===== src/rtl/dad_pkg.sv =====
`timescale 1ns / 1ps
// ----------------------------------------------------------------------------
// Date adder package
// Shared widths, calendar constants, sequencer states and helper functions.
// ----------------------------------------------------------------------------
package dad_pkg;

    // Width of the day count and of the shared subtract unit.
    localparam int COUNT_BITS = 16;
    localparam int SUB_W      = COUNT_BITS + 1;

    localparam int DAY_W   = 5;
    localparam int MONTH_W = 4;
    localparam int YEAR_W  = 14;
    localparam int AMT_W   = 9;

    localparam logic [YEAR_W-1:0]  YEAR_MAX   = 14'd16383;
    localparam logic [AMT_W-1:0]   DAYS_COMMON = 9'd365;
    localparam logic [AMT_W-1:0]   DAYS_LEAP   = 9'd366;
    localparam logic [MONTH_W-1:0] MONTH_JAN  = 4'd1;
    localparam logic [MONTH_W-1:0] MONTH_FEB  = 4'd2;
    localparam logic [MONTH_W-1:0] MONTH_DEC  = 4'd12;
    localparam logic [6:0]         CENT_LAST  = 7'd99;

    // Division of a year by 100 through a reciprocal: exact for 14-bit years.
    localparam int DIV100_MUL   = 5243;
    localparam int DIV100_SHIFT = 19;

    // Sequencer states.
    typedef enum logic [2:0] {
        S_IDLE,
        S_SPLIT,
        S_REM,
        S_CHECK,
        S_YEAR,
        S_MONTH,
        S_DONE
    } t_state;

    // Result of the shared compare and subtract unit.
    typedef struct packed {
        logic             ge;
        logic [SUB_W-1:0] diff;
    } t_sub_res;

    // Leap flags of the current year and of the year after it.
    typedef struct packed {
        logic cur;
        logic nxt;
    } t_leap;

    // Quotient of a year by 100.
    function automatic logic [7:0] year_div100(input logic [YEAR_W-1:0] y);
        logic [26:0] prod;
        prod = 27'(y) * 27'(DIV100_MUL);
        return 8'(prod >> DIV100_SHIFT);
    endfunction

    // Number of days in a month; codes outside 1..12 read as 31.
    function automatic logic [DAY_W-1:0] month_len(input logic [MONTH_W-1:0] m,
                                                   input logic leap);
        logic [DAY_W-1:0] len;
        unique case (m)
            4'd2:                      len = leap ? 5'd29 : 5'd28;
            4'd4, 4'd6, 4'd9, 4'd11:   len = 5'd30;
            default:                   len = 5'd31;
        endcase
        return len;
    endfunction

endpackage


===== src/rtl/dad_sub_unit.sv =====
`timescale 1ns / 1ps
// ----------------------------------------------------------------------------
// Shared compare and subtract unit
// Subtracts a step amount from the remaining day count and flags whether the
// count covers the whole step.
// ----------------------------------------------------------------------------
module dad_sub_unit (
    input  logic [dad_pkg::SUB_W-1:0] i_a,
    input  logic [dad_pkg::SUB_W-1:0] i_b,
    output dad_pkg::t_sub_res         o_res
);

    logic [dad_pkg::SUB_W:0] w_full;

    // One wide subtract; the borrow decides the compare.
    assign w_full     = {1'b0, i_a} - {1'b0, i_b};
    assign o_res.ge   = ~w_full[dad_pkg::SUB_W];
    assign o_res.diff = w_full[dad_pkg::SUB_W-1:0];

endmodule


===== src/rtl/dad_leap.sv =====
`timescale 1ns / 1ps
// ----------------------------------------------------------------------------
// Leap year tracker logic
// Derives the leap flags of the current and the following year from the year
// and its running remainder and quotient by 100.
// ----------------------------------------------------------------------------
module dad_leap (
    input  logic [dad_pkg::YEAR_W-1:0] i_year,
    input  logic [6:0]                 i_rem100,
    input  logic [7:0]                 i_quo100,
    output dad_pkg::t_leap             o_leap
);

    logic [6:0] w_rem_nxt;
    logic [1:0] w_quo_nxt;

    // Counters of the following year.
    always_comb begin
        if (i_rem100 == dad_pkg::CENT_LAST) begin
            w_rem_nxt = '0;
            w_quo_nxt = i_quo100[1:0] + 2'd1;
        end else begin
            w_rem_nxt = i_rem100 + 7'd1;
            w_quo_nxt = i_quo100[1:0];
        end
    end

    // Divisible by 4, and either not a century or a century divisible by 400.
    assign o_leap.cur = (i_year[1:0] == 2'd0) &&
                        ((i_rem100 != 7'd0) || (i_quo100[1:0] == 2'd0));
    assign o_leap.nxt = (i_year[1:0] == 2'd3) &&
                        ((w_rem_nxt != 7'd0) || (w_quo_nxt == 2'd0));

endmodule


===== src/rtl/date_add_days.sv =====
`timescale 1ns / 1ps
// ----------------------------------------------------------------------------
// Gregorian date adder
// Adds a day count to a date and returns the resulting date.
// ----------------------------------------------------------------------------
// Usage: drive i_day_count, i_day, i_month and i_year and raise start while
// busy is low; the item is taken at that clock edge and busy stays high until
// the result has been shown. The result appears on the o_ fields for exactly
// one cycle with o_done high; the receiver cannot hold it off.
// Steps: S_SPLIT and S_REM divide the year by 100; S_CHECK checks the date
// and, if the count reaches past the month end, steps to the first of the
// next month; S_YEAR skips whole years; S_MONTH steps whole months (at most
// 11) and places the remaining days; S_DONE shows the result. Each check,
// year or month step is one pass through the single shared compare and
// subtract unit. An invalid date goes from S_CHECK to S_DONE. A new item is
// taken the cycle after o_done. An invalid date raises o_bad_date, and a
// year beyond 16383 raises o_year_overflow; both echo the input date.
// Reset is synchronous and active low; it returns the block to idle and
// drops any item in progress.
// ----------------------------------------------------------------------------
module date_add_days (
    input  logic                           i_clk,
    input  logic                           i_rst_n,
    input  logic                           start,
    output logic                           busy,
    input  logic [dad_pkg::COUNT_BITS-1:0] i_day_count,
    input  logic [dad_pkg::DAY_W-1:0]      i_day,
    input  logic [dad_pkg::MONTH_W-1:0]    i_month,
    input  logic [dad_pkg::YEAR_W-1:0]     i_year,
    output logic                           o_done,
    output logic [dad_pkg::DAY_W-1:0]      o_new_day,
    output logic [dad_pkg::MONTH_W-1:0]    o_new_month,
    output logic [dad_pkg::YEAR_W-1:0]     o_new_year,
    output logic                           o_bad_date,
    output logic                           o_year_overflow
);

    dad_pkg::t_state r_state, n_state;
    logic [dad_pkg::COUNT_BITS-1:0] r_cnt, n_cnt;
    logic [dad_pkg::DAY_W-1:0]      r_d, n_d, r_d0;
    logic [dad_pkg::MONTH_W-1:0]    r_m, n_m, r_m0;
    logic [dad_pkg::YEAR_W-1:0]     r_y, n_y, r_y0;
    logic [6:0]                     r_rem, n_rem;
    logic [7:0]                     r_quo, n_quo;
    logic                           r_bad, n_bad, r_ovf, n_ovf;

    logic [dad_pkg::AMT_W-1:0] w_amt;
    logic [dad_pkg::DAY_W-1:0] w_len;
    logic [5:0]                w_to_next;
    logic [dad_pkg::YEAR_W-1:0] w_q100;
    dad_pkg::t_sub_res         w_sub;
    dad_pkg::t_leap            w_leap;

    // Shared step unit and leap tracker.
    dad_sub_unit u_sub (
        .i_a   (dad_pkg::SUB_W'(r_cnt)),
        .i_b   (dad_pkg::SUB_W'(w_amt)),
        .o_res (w_sub)
    );

    dad_leap u_leap (
        .i_year   (r_y),
        .i_rem100 (r_rem),
        .i_quo100 (r_quo),
        .o_leap   (w_leap)
    );

    // Month length of the current month and days left to its end, inclusive.
    assign w_len     = dad_pkg::month_len(r_m, w_leap.cur);
    assign w_to_next = 6'(w_len) - 6'(r_d) + 6'd1;
    assign w_q100    = dad_pkg::YEAR_W'({r_quo, 6'd0}) + dad_pkg::YEAR_W'({r_quo, 5'd0})
                     + dad_pkg::YEAR_W'({r_quo, 2'd0});

    // Step amount fed to the shared unit in each state.
    always_comb begin
        unique case (r_state)
            dad_pkg::S_CHECK: w_amt = dad_pkg::AMT_W'(w_to_next);
            dad_pkg::S_YEAR: begin
                // The span holds a 29 February when it starts by February of a
                // leap year, or starts later and the following year is leap.
                if ((r_m <= dad_pkg::MONTH_FEB) ? w_leap.cur : w_leap.nxt) begin
                    w_amt = dad_pkg::DAYS_LEAP;
                end else begin
                    w_amt = dad_pkg::DAYS_COMMON;
                end
            end
            dad_pkg::S_MONTH: w_amt = dad_pkg::AMT_W'(w_len);
            default:          w_amt = '0;
        endcase
    end

    // Sequencer: next state and datapath updates.
    always_comb begin
        n_state = r_state;
        n_cnt   = r_cnt;
        n_d     = r_d;
        n_m     = r_m;
        n_y     = r_y;
        n_rem   = r_rem;
        n_quo   = r_quo;
        n_bad   = r_bad;
        n_ovf   = r_ovf;
        unique case (r_state)
            dad_pkg::S_IDLE: begin
                if (start) begin
                    n_state = dad_pkg::S_SPLIT;
                    n_cnt   = i_day_count;
                    n_d     = i_day;
                    n_m     = i_month;
                    n_y     = i_year;
                    n_bad   = 1'b0;
                    n_ovf   = 1'b0;
                end
            end
            dad_pkg::S_SPLIT: begin
                n_quo   = dad_pkg::year_div100(r_y);
                n_state = dad_pkg::S_REM;
            end
            dad_pkg::S_REM: begin
                n_rem   = 7'(r_y - w_q100);
                n_state = dad_pkg::S_CHECK;
            end
            dad_pkg::S_CHECK: begin
                if ((r_m == '0) || (r_m > dad_pkg::MONTH_DEC) || (r_d == '0) ||
                    (r_d > w_len)) begin
                    n_bad   = 1'b1;
                    n_state = dad_pkg::S_DONE;
                end else if (w_sub.ge) begin
                    // Move to the first day of the following month.
                    n_cnt   = dad_pkg::COUNT_BITS'(w_sub.diff);
                    n_d     = dad_pkg::DAY_W'(1);
                    n_state = dad_pkg::S_YEAR;
                    if (r_m == dad_pkg::MONTH_DEC) begin
                        n_m = dad_pkg::MONTH_JAN;
                        if (r_y == dad_pkg::YEAR_MAX) begin
                            n_ovf   = 1'b1;
                            n_state = dad_pkg::S_DONE;
                        end else begin
                            n_y = r_y + 1'b1;
                            if (r_rem == dad_pkg::CENT_LAST) begin
                                n_rem = '0;
                                n_quo = r_quo + 8'd1;
                            end else begin
                                n_rem = r_rem + 7'd1;
                            end
                        end
                    end else begin
                        n_m = r_m + 1'b1;
                    end
                end else begin
                    n_d     = r_d + dad_pkg::DAY_W'(r_cnt);
                    n_state = dad_pkg::S_DONE;
                end
            end
            dad_pkg::S_YEAR: begin
                // Skip a whole year from the first of the month.
                if (w_sub.ge) begin
                    n_cnt = dad_pkg::COUNT_BITS'(w_sub.diff);
                    if (r_y == dad_pkg::YEAR_MAX) begin
                        n_ovf   = 1'b1;
                        n_state = dad_pkg::S_DONE;
                    end else begin
                        n_y = r_y + 1'b1;
                        if (r_rem == dad_pkg::CENT_LAST) begin
                            n_rem = '0;
                            n_quo = r_quo + 8'd1;
                        end else begin
                            n_rem = r_rem + 7'd1;
                        end
                    end
                end else begin
                    n_state = dad_pkg::S_MONTH;
                end
            end
            dad_pkg::S_MONTH: begin
                // Step whole months, then place the remaining days.
                if (w_sub.ge) begin
                    n_cnt = dad_pkg::COUNT_BITS'(w_sub.diff);
                    if (r_m == dad_pkg::MONTH_DEC) begin
                        n_m = dad_pkg::MONTH_JAN;
                        if (r_y == dad_pkg::YEAR_MAX) begin
                            n_ovf   = 1'b1;
                            n_state = dad_pkg::S_DONE;
                        end else begin
                            n_y = r_y + 1'b1;
                            if (r_rem == dad_pkg::CENT_LAST) begin
                                n_rem = '0;
                                n_quo = r_quo + 8'd1;
                            end else begin
                                n_rem = r_rem + 7'd1;
                            end
                        end
                    end else begin
                        n_m = r_m + 1'b1;
                    end
                end else begin
                    n_d     = dad_pkg::DAY_W'(1) + dad_pkg::DAY_W'(r_cnt);
                    n_state = dad_pkg::S_DONE;
                end
            end
            dad_pkg::S_DONE: begin
                n_state = dad_pkg::S_IDLE;
            end
            default: begin
                n_state = dad_pkg::S_IDLE;
            end
        endcase
    end

    // Control registers.
    always_ff @(posedge i_clk) begin
        if (!i_rst_n) begin
            r_state <= dad_pkg::S_IDLE;
            r_bad   <= 1'b0;
            r_ovf   <= 1'b0;
        end else begin
            r_state <= n_state;
            r_bad   <= n_bad;
            r_ovf   <= n_ovf;
        end
    end

    // Datapath registers and the captured input date.
    always_ff @(posedge i_clk) begin
        r_cnt <= n_cnt;
        r_d   <= n_d;
        r_m   <= n_m;
        r_y   <= n_y;
        r_rem <= n_rem;
        r_quo <= n_quo;
        if (r_state == dad_pkg::S_IDLE && start) begin
            r_d0 <= i_day;
            r_m0 <= i_month;
            r_y0 <= i_year;
        end
    end

    // Result ports; flagged items echo the input date.
    assign busy            = (r_state != dad_pkg::S_IDLE);
    assign o_done          = (r_state == dad_pkg::S_DONE);
    assign o_bad_date      = r_bad;
    assign o_year_overflow = r_ovf;
    assign o_new_day       = (r_bad || r_ovf) ? r_d0 : r_d;
    assign o_new_month     = (r_bad || r_ovf) ? r_m0 : r_m;
    assign o_new_year      = (r_bad || r_ovf) ? r_y0 : r_y;

`ifndef ASSERT_OFF
    // An accepted item keeps the block busy in the next cycle.
    a_accept_busy: assert property (@(posedge i_clk) disable iff (!i_rst_n)
        (start && !busy) |=> busy)
        else $error("busy not raised after an accepted item");

    // Results are single-cycle and never back to back.
    a_done_single: assert property (@(posedge i_clk) disable iff (!i_rst_n)
        o_done |=> !o_done)
        else $error("result strobe held for more than one cycle");

    // The two flags exclude each other.
    a_flags_excl: assert property (@(posedge i_clk) disable iff (!i_rst_n)
        o_done |-> !(o_bad_date && o_year_overflow))
        else $error("bad date and overflow raised together");

    // A computed result has a month in range.
    a_month_range: assert property (@(posedge i_clk) disable iff (!i_rst_n)
        (o_done && !o_bad_date) |-> (o_new_month >= 4'd1 && o_new_month <= 4'd12))
        else $error("result month out of range");
`endif

endmodule


===== config.mk =====
export PLATFORM = sky130hd
export DESIGN_NAME = date_add_days
export DESIGN_NICKNAME = d
export VERILOG_FILES = /design/src/rtl/dad_pkg.sv /design/src/rtl/dad_sub_unit.sv /design/src/rtl/dad_leap.sv /design/src/rtl/date_add_days.sv
export SDC_FILE = /design/constraint.sdc
export NUM_CORES = 1
export LEC_CHECK = 0
export BUFFER_PORTS_ARGS = -buffer_cell sky130_fd_sc_hd__buf_4
export CORE_ASPECT_RATIO = 0.75
export CORE_UTILIZATION = 30
export CTS_BUF_LIST = sky130_fd_sc_hd__clkbuf_16
export DETAILED_ROUTE_END_ITERATION = 16
export GPL_TIMING_DRIVEN = 0
export SETUP_SLACK_MARGIN = 0.3
export SYNTH_ARGS = -nofsm -noshare
export SYNTH_HDL_FRONTEND = slang
export SYNTH_SLANG_ARGS = --single-unit
export TNS_END_PERCENT = 1

===== constraint.sdc =====
create_clock -name i_clk -period 5.7 [get_ports i_clk]
set_input_delay 0.285 -clock i_clk [delete_from_list [all_inputs] [get_ports i_clk]]
set_output_delay 0.285 -clock i_clk [all_outputs]
set_load 0.02 [all_outputs]

After elaboration in Yosys (flattened, before gate mapping)
Cells that the tools add are included.
{"block": "totals", "out_inout_bits": 27, "register_bits": 82, "inputBits": 42, "elab_cells": 147}
{"block": "classes", "reduce_logical": 34, "order_cmp": 3, "multipliers": 1, "muxes": 63, "n_eq_ne": 21, "n_addsub": 13}
{"op": "14-bit 2-to-1 mux", "n": 7}
{"op": "14-bit case mux with 4 select lines", "n": 1}
{"op": "16-bit 2-to-1 mux", "n": 3}
{"op": "8-bit 2-to-1 mux", "n": 6}
{"op": "16-bit case mux with 3 select lines", "n": 1}
{"op": "7-bit 2-to-1 mux", "n": 6}
{"op": "8-bit case mux with 4 select lines", "n": 1}
{"op": "7-bit case mux with 4 select lines", "n": 1}
{"op": "14-bit by 13-bit multiplier with 27-bit output, second input constant", "n": 1}
{"op": "9-bit case mux with 3 select lines", "n": 1}
{"op": "5-bit 2-to-1 mux", "n": 5}
{"op": "3-bit 2-to-1 mux", "n": 7}
{"op": "4-bit 2-to-1 mux", "n": 5}
{"op": "3-bit case mux with 6 select lines", "n": 1}
{"op": "16-bit by 9-bit subtractor with 17-bit output", "n": 1}
{"op": "5-bit case mux with 3 select lines", "n": 1}
{"op": "3-bit AND reduction", "n": 5}
{"op": "14-bit by 1-bit adder with 14-bit output, second input constant", "n": 1}
{"op": "7-bit adder", "n": 2}
{"op": "14-bit equality test, second input constant", "n": 1}
{"op": "7-bit nonzero test", "n": 2}
{"op": "4-bit equality test, second input constant", "n": 3}
{"op": "4-bit case mux with 3 select lines", "n": 1}
{"op": "4-bit nonzero test", "n": 3}
{"op": "other kinds (39)", "n": 69}

Depth between registers and ports, before layout
Gate-level depths: netlist of run 1.
{"block": "logic_depth", "word_depth": 12, "mapped_depth": 23, "mapped_depth_nobuf": 22}

Cells and area by module
A second synthesis of run 1 with hierarchy kept.
{"block": "unflattened", "hier_cells": 1017, "hier_area_um2": 9703.1}
{"mod": "date_add_days", "cells_per_inst": 889, "n_inst": 1, "seq_area_each_um2": 2412.3, "area_per_inst_um2": 8763.4}
{"mod": "dad_sub_unit", "cells_per_inst": 116, "n_inst": 1, "seq_area_each_um2": 0.0, "area_per_inst_um2": 850.8}
{"mod": "dad_leap", "cells_per_inst": 12, "n_inst": 1, "seq_area_each_um2": 0.0, "area_per_inst_um2": 88.8}

Worst setup path before layout of run 1
No wires, ideal clock.
{"block": "synth_path", "kind": "flip-flop to flip-flop", "from": "register r_quo[0]", "to": "register r_cnt[0] (netlist name) (enable)", "t_required_ps": 5291, "path_stages_with_launch": 23, "setup_slack_ps": 657, "n_path_buf": 1, "synth_period_minus_slack_ps": 5043, "arrival_time_ps": 4634, "setup_time_ps": 409, "cell_sequence": "edfxtp_1 -> inv_1 -> ha_1 -> nor4b_1 -> nand2_1 -> nand2_1 -> a21oi_1 -> o21bai_1 -> inv_1 -> ha_1 -> ha_1 -> inv_1 -> fa_1 -> nor2_1 -> nor2_1 -> ha_1 -> nor2b_1 -> o2111ai_1 -> a21oi_1 -> or4_4 -> buf_6 -> o21ba_2 -> nor3_1"}
{"block": "synth_between", "elab_chain_cells": 9}
{"element": "start: declaration", "line_no": "date_add_days.sv:44", "text": "logic [7:0] r_quo, n_quo;"}
{"element": "start signal: assignment", "line_no": "date_add_days.sv:230", "text": "r_quo <= n_quo;"}
{"element": "2-bit logical NOT", "line_no": "dad_leap.sv:30", "text": "((i_rem100 != 7'd0) || (i_quo100[1:0] == 2'd0));"}
{"element": "1-bit logical OR", "line_no": "dad_leap.sv:30"}
{"element": "1-bit logical AND", "line_no": "dad_leap.sv:29", "text": "assign o_leap.cur = (i_year[1:0] == 2'd0) &&"}
{"element": "1-bit 2-to-1 mux", "line_no": "dad_pkg.sv:64", "text": "4'd2: len = leap ? 5'd29 : 5'd28;"}
{"element": "2-bit case mux with 2 select lines", "line_no": "dad_pkg.sv:63", "text": "unique case (m)"}
{"element": "5-bit > comparator", "line_no": "date_add_days.sv:125", "text": "(r_d > w_len)) begin"}
{"element": "1-bit logical OR", "line_no": "date_add_days.sv:124", "text": "if ((r_m == '0) || (r_m > dad_pkg::MONTH_DEC) || (r_d == '0) ||"}
{"element": "2-bit inequality test (no source line)"}
{"element": "3-bit AND reduction (no source line)"}
{"element": "end signal: assignment", "line_no": "date_add_days.sv:225", "text": "r_cnt <= n_cnt;"}
{"element": "end: declaration", "line_no": "date_add_days.sv:39", "text": "logic [dad_pkg::COUNT_BITS-1:0] r_cnt, n_cnt;"}
No other way between the ends.
A chain may end at the register's enable or synchronous reset.

Final worst setup path of run 1
{"block": "layout_path", "from": "register r_quo[0]", "to": "register r_cnt[11] (netlist name) (enable)"}
Same word-level chain as after synthesis.

==> summary.txt, run 1 <==
Outcome
  • Outcome: finished, final reports clean

Worst hold path
  • Worst hold path type: input pin to flop
  • Hold path depth: 1
  • HP Start: i_year[11]
  • Min-Delay Endpoint: r_y0[11]$_DFFE_PP_

Yosys
  • Share of the synthesized area in the top cell type: 25.5%
  • Number of flops mapped to enable cells by yosys: 74
  • Post-Synth Adder-Cell Area: 35.1%
  • Post-Syn Area: 8730 µm²
  • Sequential share of the synthesized area: 26.6%
  • Synth Area in Compound Gates: approximately 13%
  • Syn_nets: 1,133
  • Area leader, netlist: edfxtp_1
  • Largest cells by area after synthesis: edfxtp_1, ha_1, fa_1
  • Async S/R FF share, synth: 0%
  • Post-synthesis cell count: a little under 900
  • Synth Area in XOR/XNOR: approximately 4.7%
  • Main combinational cell family by area after synthesis: adder cells
  • Mux cell area share after synthesis: approximately 3%
  • Yosys warning count: 0
  • Synth Area in Simple Gates: 10.3%
  • Mapped Avg Cell Area: 9.86 µm²
  • Post-synthesis register bit count: 79
  • Primary FF master, synth: edfxtp_1
  • Netlist cell types: 60

Power and ir drop
  • Peak supply drop: 0.425 mV
  • Pwr/cell area: 643 nW/µm²
  • Total power draw: 6.50 mW
  • Leak: roughly 4.5 nW

Worst setup path
  • CP Capture Type: flop
  • Worst reg2reg path depth: 23
  • Critical Path Start Type: flop
  • Worst EP required: between 5 and 6 ns
  • CP max FO: 11
  • R2r startpoint: r_quo[0]$_DFFE_PP_
  • Setup Crit Path Kind: flop to flop
  • Worst reg2reg setup slack: 0.54 ns
  • Worst r2r dst: r_cnt[11]$_DFFE_PP_
  • Critical Path AT: 5.22 ns

Floorplan
  • Starting Density: between 30% and 40%
  • Io pins: 69
  • Die area: between 20,000 and 30,000 µm²
  • Core ar.: 28,300 µm²
  • Chip width: about 200 µm
  • Rows: 53
  • Die Y: 150 µm

Detailed routing
  • Initial DRC count: 583
  • M1 WL: 11,600 µm
  • First-pass DRT Iterations: 6
  • ANT nets after route: 0
  • DRC viols: 0
  • Metal2 WL: 8930 µm
  • DR top layer: met4
  • Vias per cell: 4.87
  • WL final: 22,300 µm
  • Avg WL per Cell: 16.5 µm
  • Wire length on met3: 1350 µm
  • Vias post-DR: ~6,600

Finish
  • Proportion of layout cells with a drive suffix above 1: 13.2%
  • Multi-input gate area: 5810 µm²
  • Antenna Diode Count: 0
  • # fillers: 2,869
  • Fin nets: 1,213
  • Layout area overhead: 15.8%
  • Sequential cell area: 2320 µm²

Timing
  • RSZ-0062 raised after global routing: yes
  • Fmax: 0.194 GHz
  • Tmin final: 5.16 ns
  • Final number of hold-violating endpoints: 0
  • Hold_ws: approximately 0.12 ns
  • Setup violations, final: 0
  • Skew final: a little over 0.007 ns
  • Share of the clock period used by the worst path: 90.5%
  • Worst-Margin Slew: 1.23 ns
  • Max transition margin: 18.0%
  • Slew Limit Fails: 0

Global routing
  • Vias in the first global route: ~6,400
  • First-pass GRT wire length: 35,800 µm
  • GR Overflow Total: 0
  • Total track usage: 15.8%
  • Pin count of the biggest net entering global routing: 24
  • Antenna violations before repair: 0

Clock tree
  • Clk sink count: 79
  • Total CTS buffers: 9
  • Clk Latency, worst-skew pair: 0.35 ns
  • Clock buffer depth: 2
  • Worst-path clk slew: ~0.07 ns
  • Root Driver: clkbuf_16
  • CTS H-Tree Depth: 3
  • CTS tree: done
  • Post-CTS setup repair buffer count: 0

Place
  • # port buffers: between 60 and 70
  • Final RePlAce weighted congestion: about 0.9
  • Hpwl dp: about 18,000 µm

Job
  • Max Cap Viol: 0
==> where the power goes <==
part | switching (mW) | internal, mW
logic | 2.77 | 2.07
clock network | 0.264 | 0.382
registers | 0.158 | 0.851
total | 3.20 | 3.30
==> layer usage <==
layer	GRT usage, %	up-vias
met3	2.86	24
met2	21.7	188
met1	24.8	3169
met5	0	-
met4	4.04	0
li1	-	3219
==> area by class of cell <==
class                           count  share of cell area, %
Buffer                             20                  0.817
Clock buffer                        9                   2.23
Clock inverter                      7                  0.892
Inverter                          152                   5.65
Multi-Input combinational cell    634                   57.5
Sequential cell                    79                   23.0
Tap cell                          385                   4.77
Timing Repair Buffer               69                   5.20
==> flip-flops by register name, indices dropped and copies added, names as in the netlist <==
| register | count |
|---|---|
| r_rem | 7 |
| r_cnt | 16 |
| o_bad_date | 1 |
| r_state | 3 |
| r_d | 5 |
| r_m | 4 |
| r_y0 | 14 |
| r_y | 14 |
| r_m0 | 4 |
| o_year_overflow | 1 |
| r_quo | 5 |
| r_d0 | 5 |
==> synthesized netlist by cell type, types with 2 or more instances <==
master / n
o31ai_1: 12
inv_1: 152
mux2_2: 23
or2_2: 3
a211oi_1: 2
o2111ai_1: 5
ha_1: 141
nand3b_1: 2
a21oi_1: 45
o31a_1: 2
a21boi_0: 7
nor2b_1: 4
a211o_1: 3
o22ai_1: 6
xor2_1: 13
o21a_1: 6
xnor2_1: 34
o221ai_1: 5
or4_1: 7
nor3_1: 7
or3_1: 4
o211ai_1: 3
a21o_1: 6
edfxtp_1: 74
a31o_2: 3
nand2_1: 57
a22oi_1: 4
a31oi_1: 9
clkbuf_1: 19
nor3b_1: 2
or4_4: 2
nand4_1: 8
a32oi_1: 3
and3_1: 8
nand3_1: 17
o21ai_0: 37
dfxtp_1: 5
o21bai_1: 2
a21bo_2: 2
nor2_1: 54
nand2b_1: 4
fa_1: 65
==> timing repair <==
item | 4_1_cts | 5_1_grt
hold buffers | 0 | 0
cloned | 0 | 0
endpoints found under the setup margin | 1 | 48
gates resized for setup | 1 | 7
==> critical path, cell delays in order (launching register included) <==
cell and delay (ns):
edfxtp_1 0.54, inv_1 0.11, ha_1 0.21, nor4b_1 0.24, nand2_1 0.08, nand2_1 0.10, a21oi_1 0.07, o21bai_1 0.33
inv_1 0.08, ha_1 0.21, ha_1 0.21, inv_1 0.07, fa_1 0.41, nor2_1 0.11, nor2_1 0.06, ha_1 0.32
nor2b_1 0.19, o2111ai_1 0.19, a21oi_1 0.19, or4_4 0.17, buf_6 0.14, o21ba_2 0.18, nor3_4 0.42, buf_8 0.22
==> worst max-delay path by stage <==
stage	depth (start not counted)	startpoint	end	slack, ns
floorplan	22	r_quo[0]$_DFFE_PP_	r_cnt[0]$_DFFE_PP_	0.66
global placement	22	r_quo[0]$_DFFE_PP_	r_cnt[11]$_DFFE_PP_	-0.74
detailed placement	15	r_y[8]$_DFFE_PP_	r_quo[2]$_DFFE_PP_	0.15
CTS	15	r_y[8]$_DFFE_PP_	r_quo[2]$_DFFE_PP_	0.34
global route	24	r_quo[0]$_DFFE_PP_	r_cnt[12]$_DFFE_PP_	0.18
finish	23	r_quo[0]$_DFFE_PP_	r_cnt[11]$_DFFE_PP_	0.54
==> stage by stage <==
stage | util, % | TNS [ns] | instance area, µm² | setup WS [ns] | instances
finish | 35.7 | 0 | 10100 | 0.544 | 1355
CTS | 35.5 | 0 | 10100 | 0.336 | 1355
global route | 35.7 | 0 | 10100 | 0.176 | 1355
floorplan | - | 0 | 8730 | 0.657 | 885
global placement | 34.3 | -12.55 | 9720 | -0.743 | 1338
detailed placement | 34.4 | 0 | 9740 | 0.151 | 1339
==> cell usage in the layout (no fill, tap or decap), types with 5 or more instances in the layout <==
cell       Yosys  routed
or4_1          7       7
a31oi_1        9       8
o31ai_1       12      12
buf_4          0      68
clkbuf_1      19      19
inv_1        152     154
nor2_1        54      53
o22ai_1        6       6
o221ai_1       5       5
xor2_1        13      13
a21o_1         6       6
mux2_2        23      23
and3_1         8       8
fa_1          65      65
xnor2_1       34      34
nand3_1       17      17
nand2_1       57      57
nand4_1        8       8
o21a_1         6       6
a21boi_0       7       7
dfxtp_1        5       5
a21oi_1       45      44
edfxtp_1      74      74
ha_1         141     141
nor3_1         7       6
o21ai_0       37      37
o2111ai_1      5       5
clkbuf_16      0       9
==> cell families (layout without fill, tap and decap cells) <==
group	after synthesis	count (layout)
buffers and inverters	172	257
XOR/XNOR	47	47
multiplexers	24	24
AND/OR/NAND/NOR	186	186
flip-flops	79	79
adder cells (fa/ha/maj)	206	206
AO/OA/AOI/OAI	171	171
No activity file was read; power rests on OpenSTA's default activity.
==> run 2: changes to the inputs <==
Settings changed: CTS_BUF_LIST sky130_fd_sc_hd__clkbuf_16 to unset.
==> summary.txt, run 2 (synthesized netlist as in run 1, its figures left out) <==
Finish
  • Proportion of layout cells with a drive suffix above 1: 13.2% (unchanged)
  • Multi-input gate area: 5810 µm² (unchanged)
  • # fillers: 2,869 (unchanged)
  • Commonest non-fill, non-tap cell in the layout: inv_1
  • Antenna Diode Count: 0 (unchanged)
  • Most flops, register: r_cnt
  • Max reg flops: 16 (unchanged)
  • Core Util, Final: 35.7% (unchanged)
  • Layout area overhead: 15.8% (unchanged)
  • Fin nets: 1,213 (unchanged)
  • Sequential cell area: 2320 µm² (unchanged)
  • Fin area: 10,100 µm² (unchanged)
  • Finished Layout Cells: 1,355 (unchanged)
  • Commonest cells after routing, fill and taps aside: inv_1, ha_1, edfxtp_1
  • Regs by FF count: r_cnt (16), r_y0 (14), r_y (14)

Worst hold path
  • Worst hold path type: input pin to flop
  • Hold path depth: 1 (unchanged)

Place
  • DP Cell Count: 1,339 (unchanged)
  • Pre-CTS setup slack: 0.151 ns (unchanged)
  • Hpwl dp: 18,000 µm (unchanged)
  • DP Area: 9740 µm² (unchanged)
  • # port buffers: 68 (unchanged)
  • Final RePlAce weighted congestion: 0.886 (unchanged)

Floorplan
  • Core ar.: 28,300 µm² (unchanged)
  • Chip width: 199 µm (unchanged)
  • Io pins: 69 (unchanged)
  • Die area: 29,800 µm² (unchanged)
  • Die Y: 150 µm (unchanged)
  • Starting Density: 30.8% (unchanged)
  • Rows: 53 (unchanged)

Worst setup path
  • Critical Path Start Type: flop
  • Worst r2r dst: r_cnt[12]$_DFFE_PP_
  • Top delay family on crit path: simple AND/OR/NAND/NOR gates
  • R2r startpoint: r_quo[0]$_DFFE_PP_
  • CP Capture Type: flop
  • Worst EP required: 5.76 ns (about the same)
  • Setup Crit Path Kind: flop to flop
  • Slowest CP cell: edfxtp_1
  • Worst reg2reg setup slack: 0.54 ns (about the same)
  • Crit path from: r_quo[0]$_DFFE_PP_
  • Max incr delay on CP: 0.54 ns (about the same)
  • WP buf/inv: 5 (unchanged)
  • CP max FO: 11 (unchanged)
  • WP depth: 23 (unchanged)
  • Critical Path, Cell by Cell: inv_1, ha_1, nor4b_1, nand2_1, nand2_1, a21oi_1, o21bai_1, inv_1, ha_1, ha_1, inv_1, fa_1, nor2_1, nor2_1, ha_1, nor2b_1, o2111ai_1, a21oi_1, or4_4, buf_6, o21ba_2, nor3_4, buf_8
  • Critical Path AT: 5.22 ns (about the same)
  • Critical Path End: r_cnt[12]$_DFFE_PP_
  • Worst reg2reg path depth: 23 (unchanged)
  • Most frequent CP cell: ha_1

Timing
  • Fmax: 0.194 GHz (about the same)
  • Setup violations, final: 0 (unchanged)
  • Slew Limit Fails: 0 (unchanged)
  • Setup WS post-layout: 0.544 ns (-0.000606 ns)
  • Max transition margin: 17.2% (-0.74 points)
  • Final number of hold-violating endpoints: 0 (unchanged)
  • RSZ-0062 raised after global routing: yes
  • Skew final: 0.00683 ns (-0.000250 ns)
  • Worst-Margin Slew: 1.24 ns (+0.0110 ns)
  • Share of the clock period used by the worst path: 90.5% (about the same)
  • Tmin final: 5.16 ns (+0.000606 ns)
  • Hold_ws: 0.121 ns (+0.000572 ns)

Clock tree
  • CTS H-Tree Depth: 3 (unchanged)
  • CTS Hold Bufs: 0 (unchanged)
  • Worst-path clk slew: 0.07 ns (about the same)
  • CTS tree: done
  • Clk Latency, worst-skew pair: 0.35 ns (about the same)
  • Total CTS buffers: 9 (unchanged)
  • Root Driver: clkbuf_16
  • Clock buffer depth: 2 (unchanged)
  • Clk sink count: 79 (unchanged)

Detailed routing
  • ANT nets after route: 0 (unchanged)
  • Vias per cell: 4.88 (+0.14%)
  • First-pass DRT Iterations: 6 (unchanged)
  • Initial DRC count: 583 (unchanged)
  • Vias post-DR: 6,609 (+0.14%)
  • DRC viols: 0 (unchanged)
  • Avg WL per Cell: 16.5 µm (about the same)
  • WL final: 22,300 µm (about the same)

Power and ir drop
  • Peak supply drop: 0.425 mV (about the same)
  • Leak: 4.53 nW (-0.18%)
  • Pwr/cell area: 643 nW/µm² (about the same)

Global routing
  • Pin count of the biggest net entering global routing: 24 (unchanged)
  • Antenna violations before repair: 0 (unchanged)
  • GR Overflow Total: 0 (unchanged)
  • Total track usage: 15.8% (about the same)
  • Vias in the first global route: 6,445 (+0.016%)
  • First-pass GRT wire length: 35,800 µm (about the same)

Outcome
  • Outcome: finished, final reports clean

Job
  • Max Cap Viol: 0 (unchanged)
## run 2: final cells by class
cell class	count	share of cell area (%)
multi-input combinational	634	57.5
sequential	79	23.0
inverter	152	5.65
timing repair buffer	69	5.20
tap	385	4.77
clock buffer	11	2.30
clock inverter	5	0.817
buffer	20	0.817
## run 2: timing repair
action	4_1_cts	5_1_grt
cloned	0	0
endpoints found under the setup margin	1	48
gates resized for setup	1	7
pin swaps	0	0
buffers inserted	0	0
## run 2: report_power, final
group	switching (mW)	internal, mW	leakage (nW)	total [mW]
Combinational	2.78	2.07	3.63	4.84
Clock	0.264	0.386	0.154	0.649
Sequential	0.158	0.851	0.747	1.01
## run 2: how the worst min path moves through the flow
stage	start	to	slack, ns
finish	i_year[11]	r_y0[11]$_DFFE_PP_	0.12
global route	i_month[3]	r_m0[3]$_DFFE_PP_	0.11
CTS	i_month[0]	r_m0[0]$_DFFE_PP_	0.11
detailed placement	o_bad_date$_SDFFE_PN0P_	o_bad_date$_SDFFE_PN0P_	0.45
global placement	o_bad_date$_SDFFE_PN0P_	o_bad_date$_SDFFE_PN0P_	0.45
floorplan	i_day[0]	r_d0[0]$_DFFE_PP_	0.38
## run 2: through the flow
| stage | power, mW | setup TNS [ns] |
|---|---|---|
| after detailed placement | 5.74 | 0 |
| after global placement | 5.64 | -12.55 |
| after global routing | 7.29 | 0 |
| final | 6.50 | 0 |
| after CTS | 6.44 | 0 |
| after floorplan | 4.56 | 0 |
## run 2: routing by layer
layer	part of all wire [%]	vias up	global-route usage, %
met5	0	-	0
met4	1.9	0	4.04
met3	6.0	24	2.86
met2	40	188	21.7
met1	52	3176	24.8
li1	-	3221	-
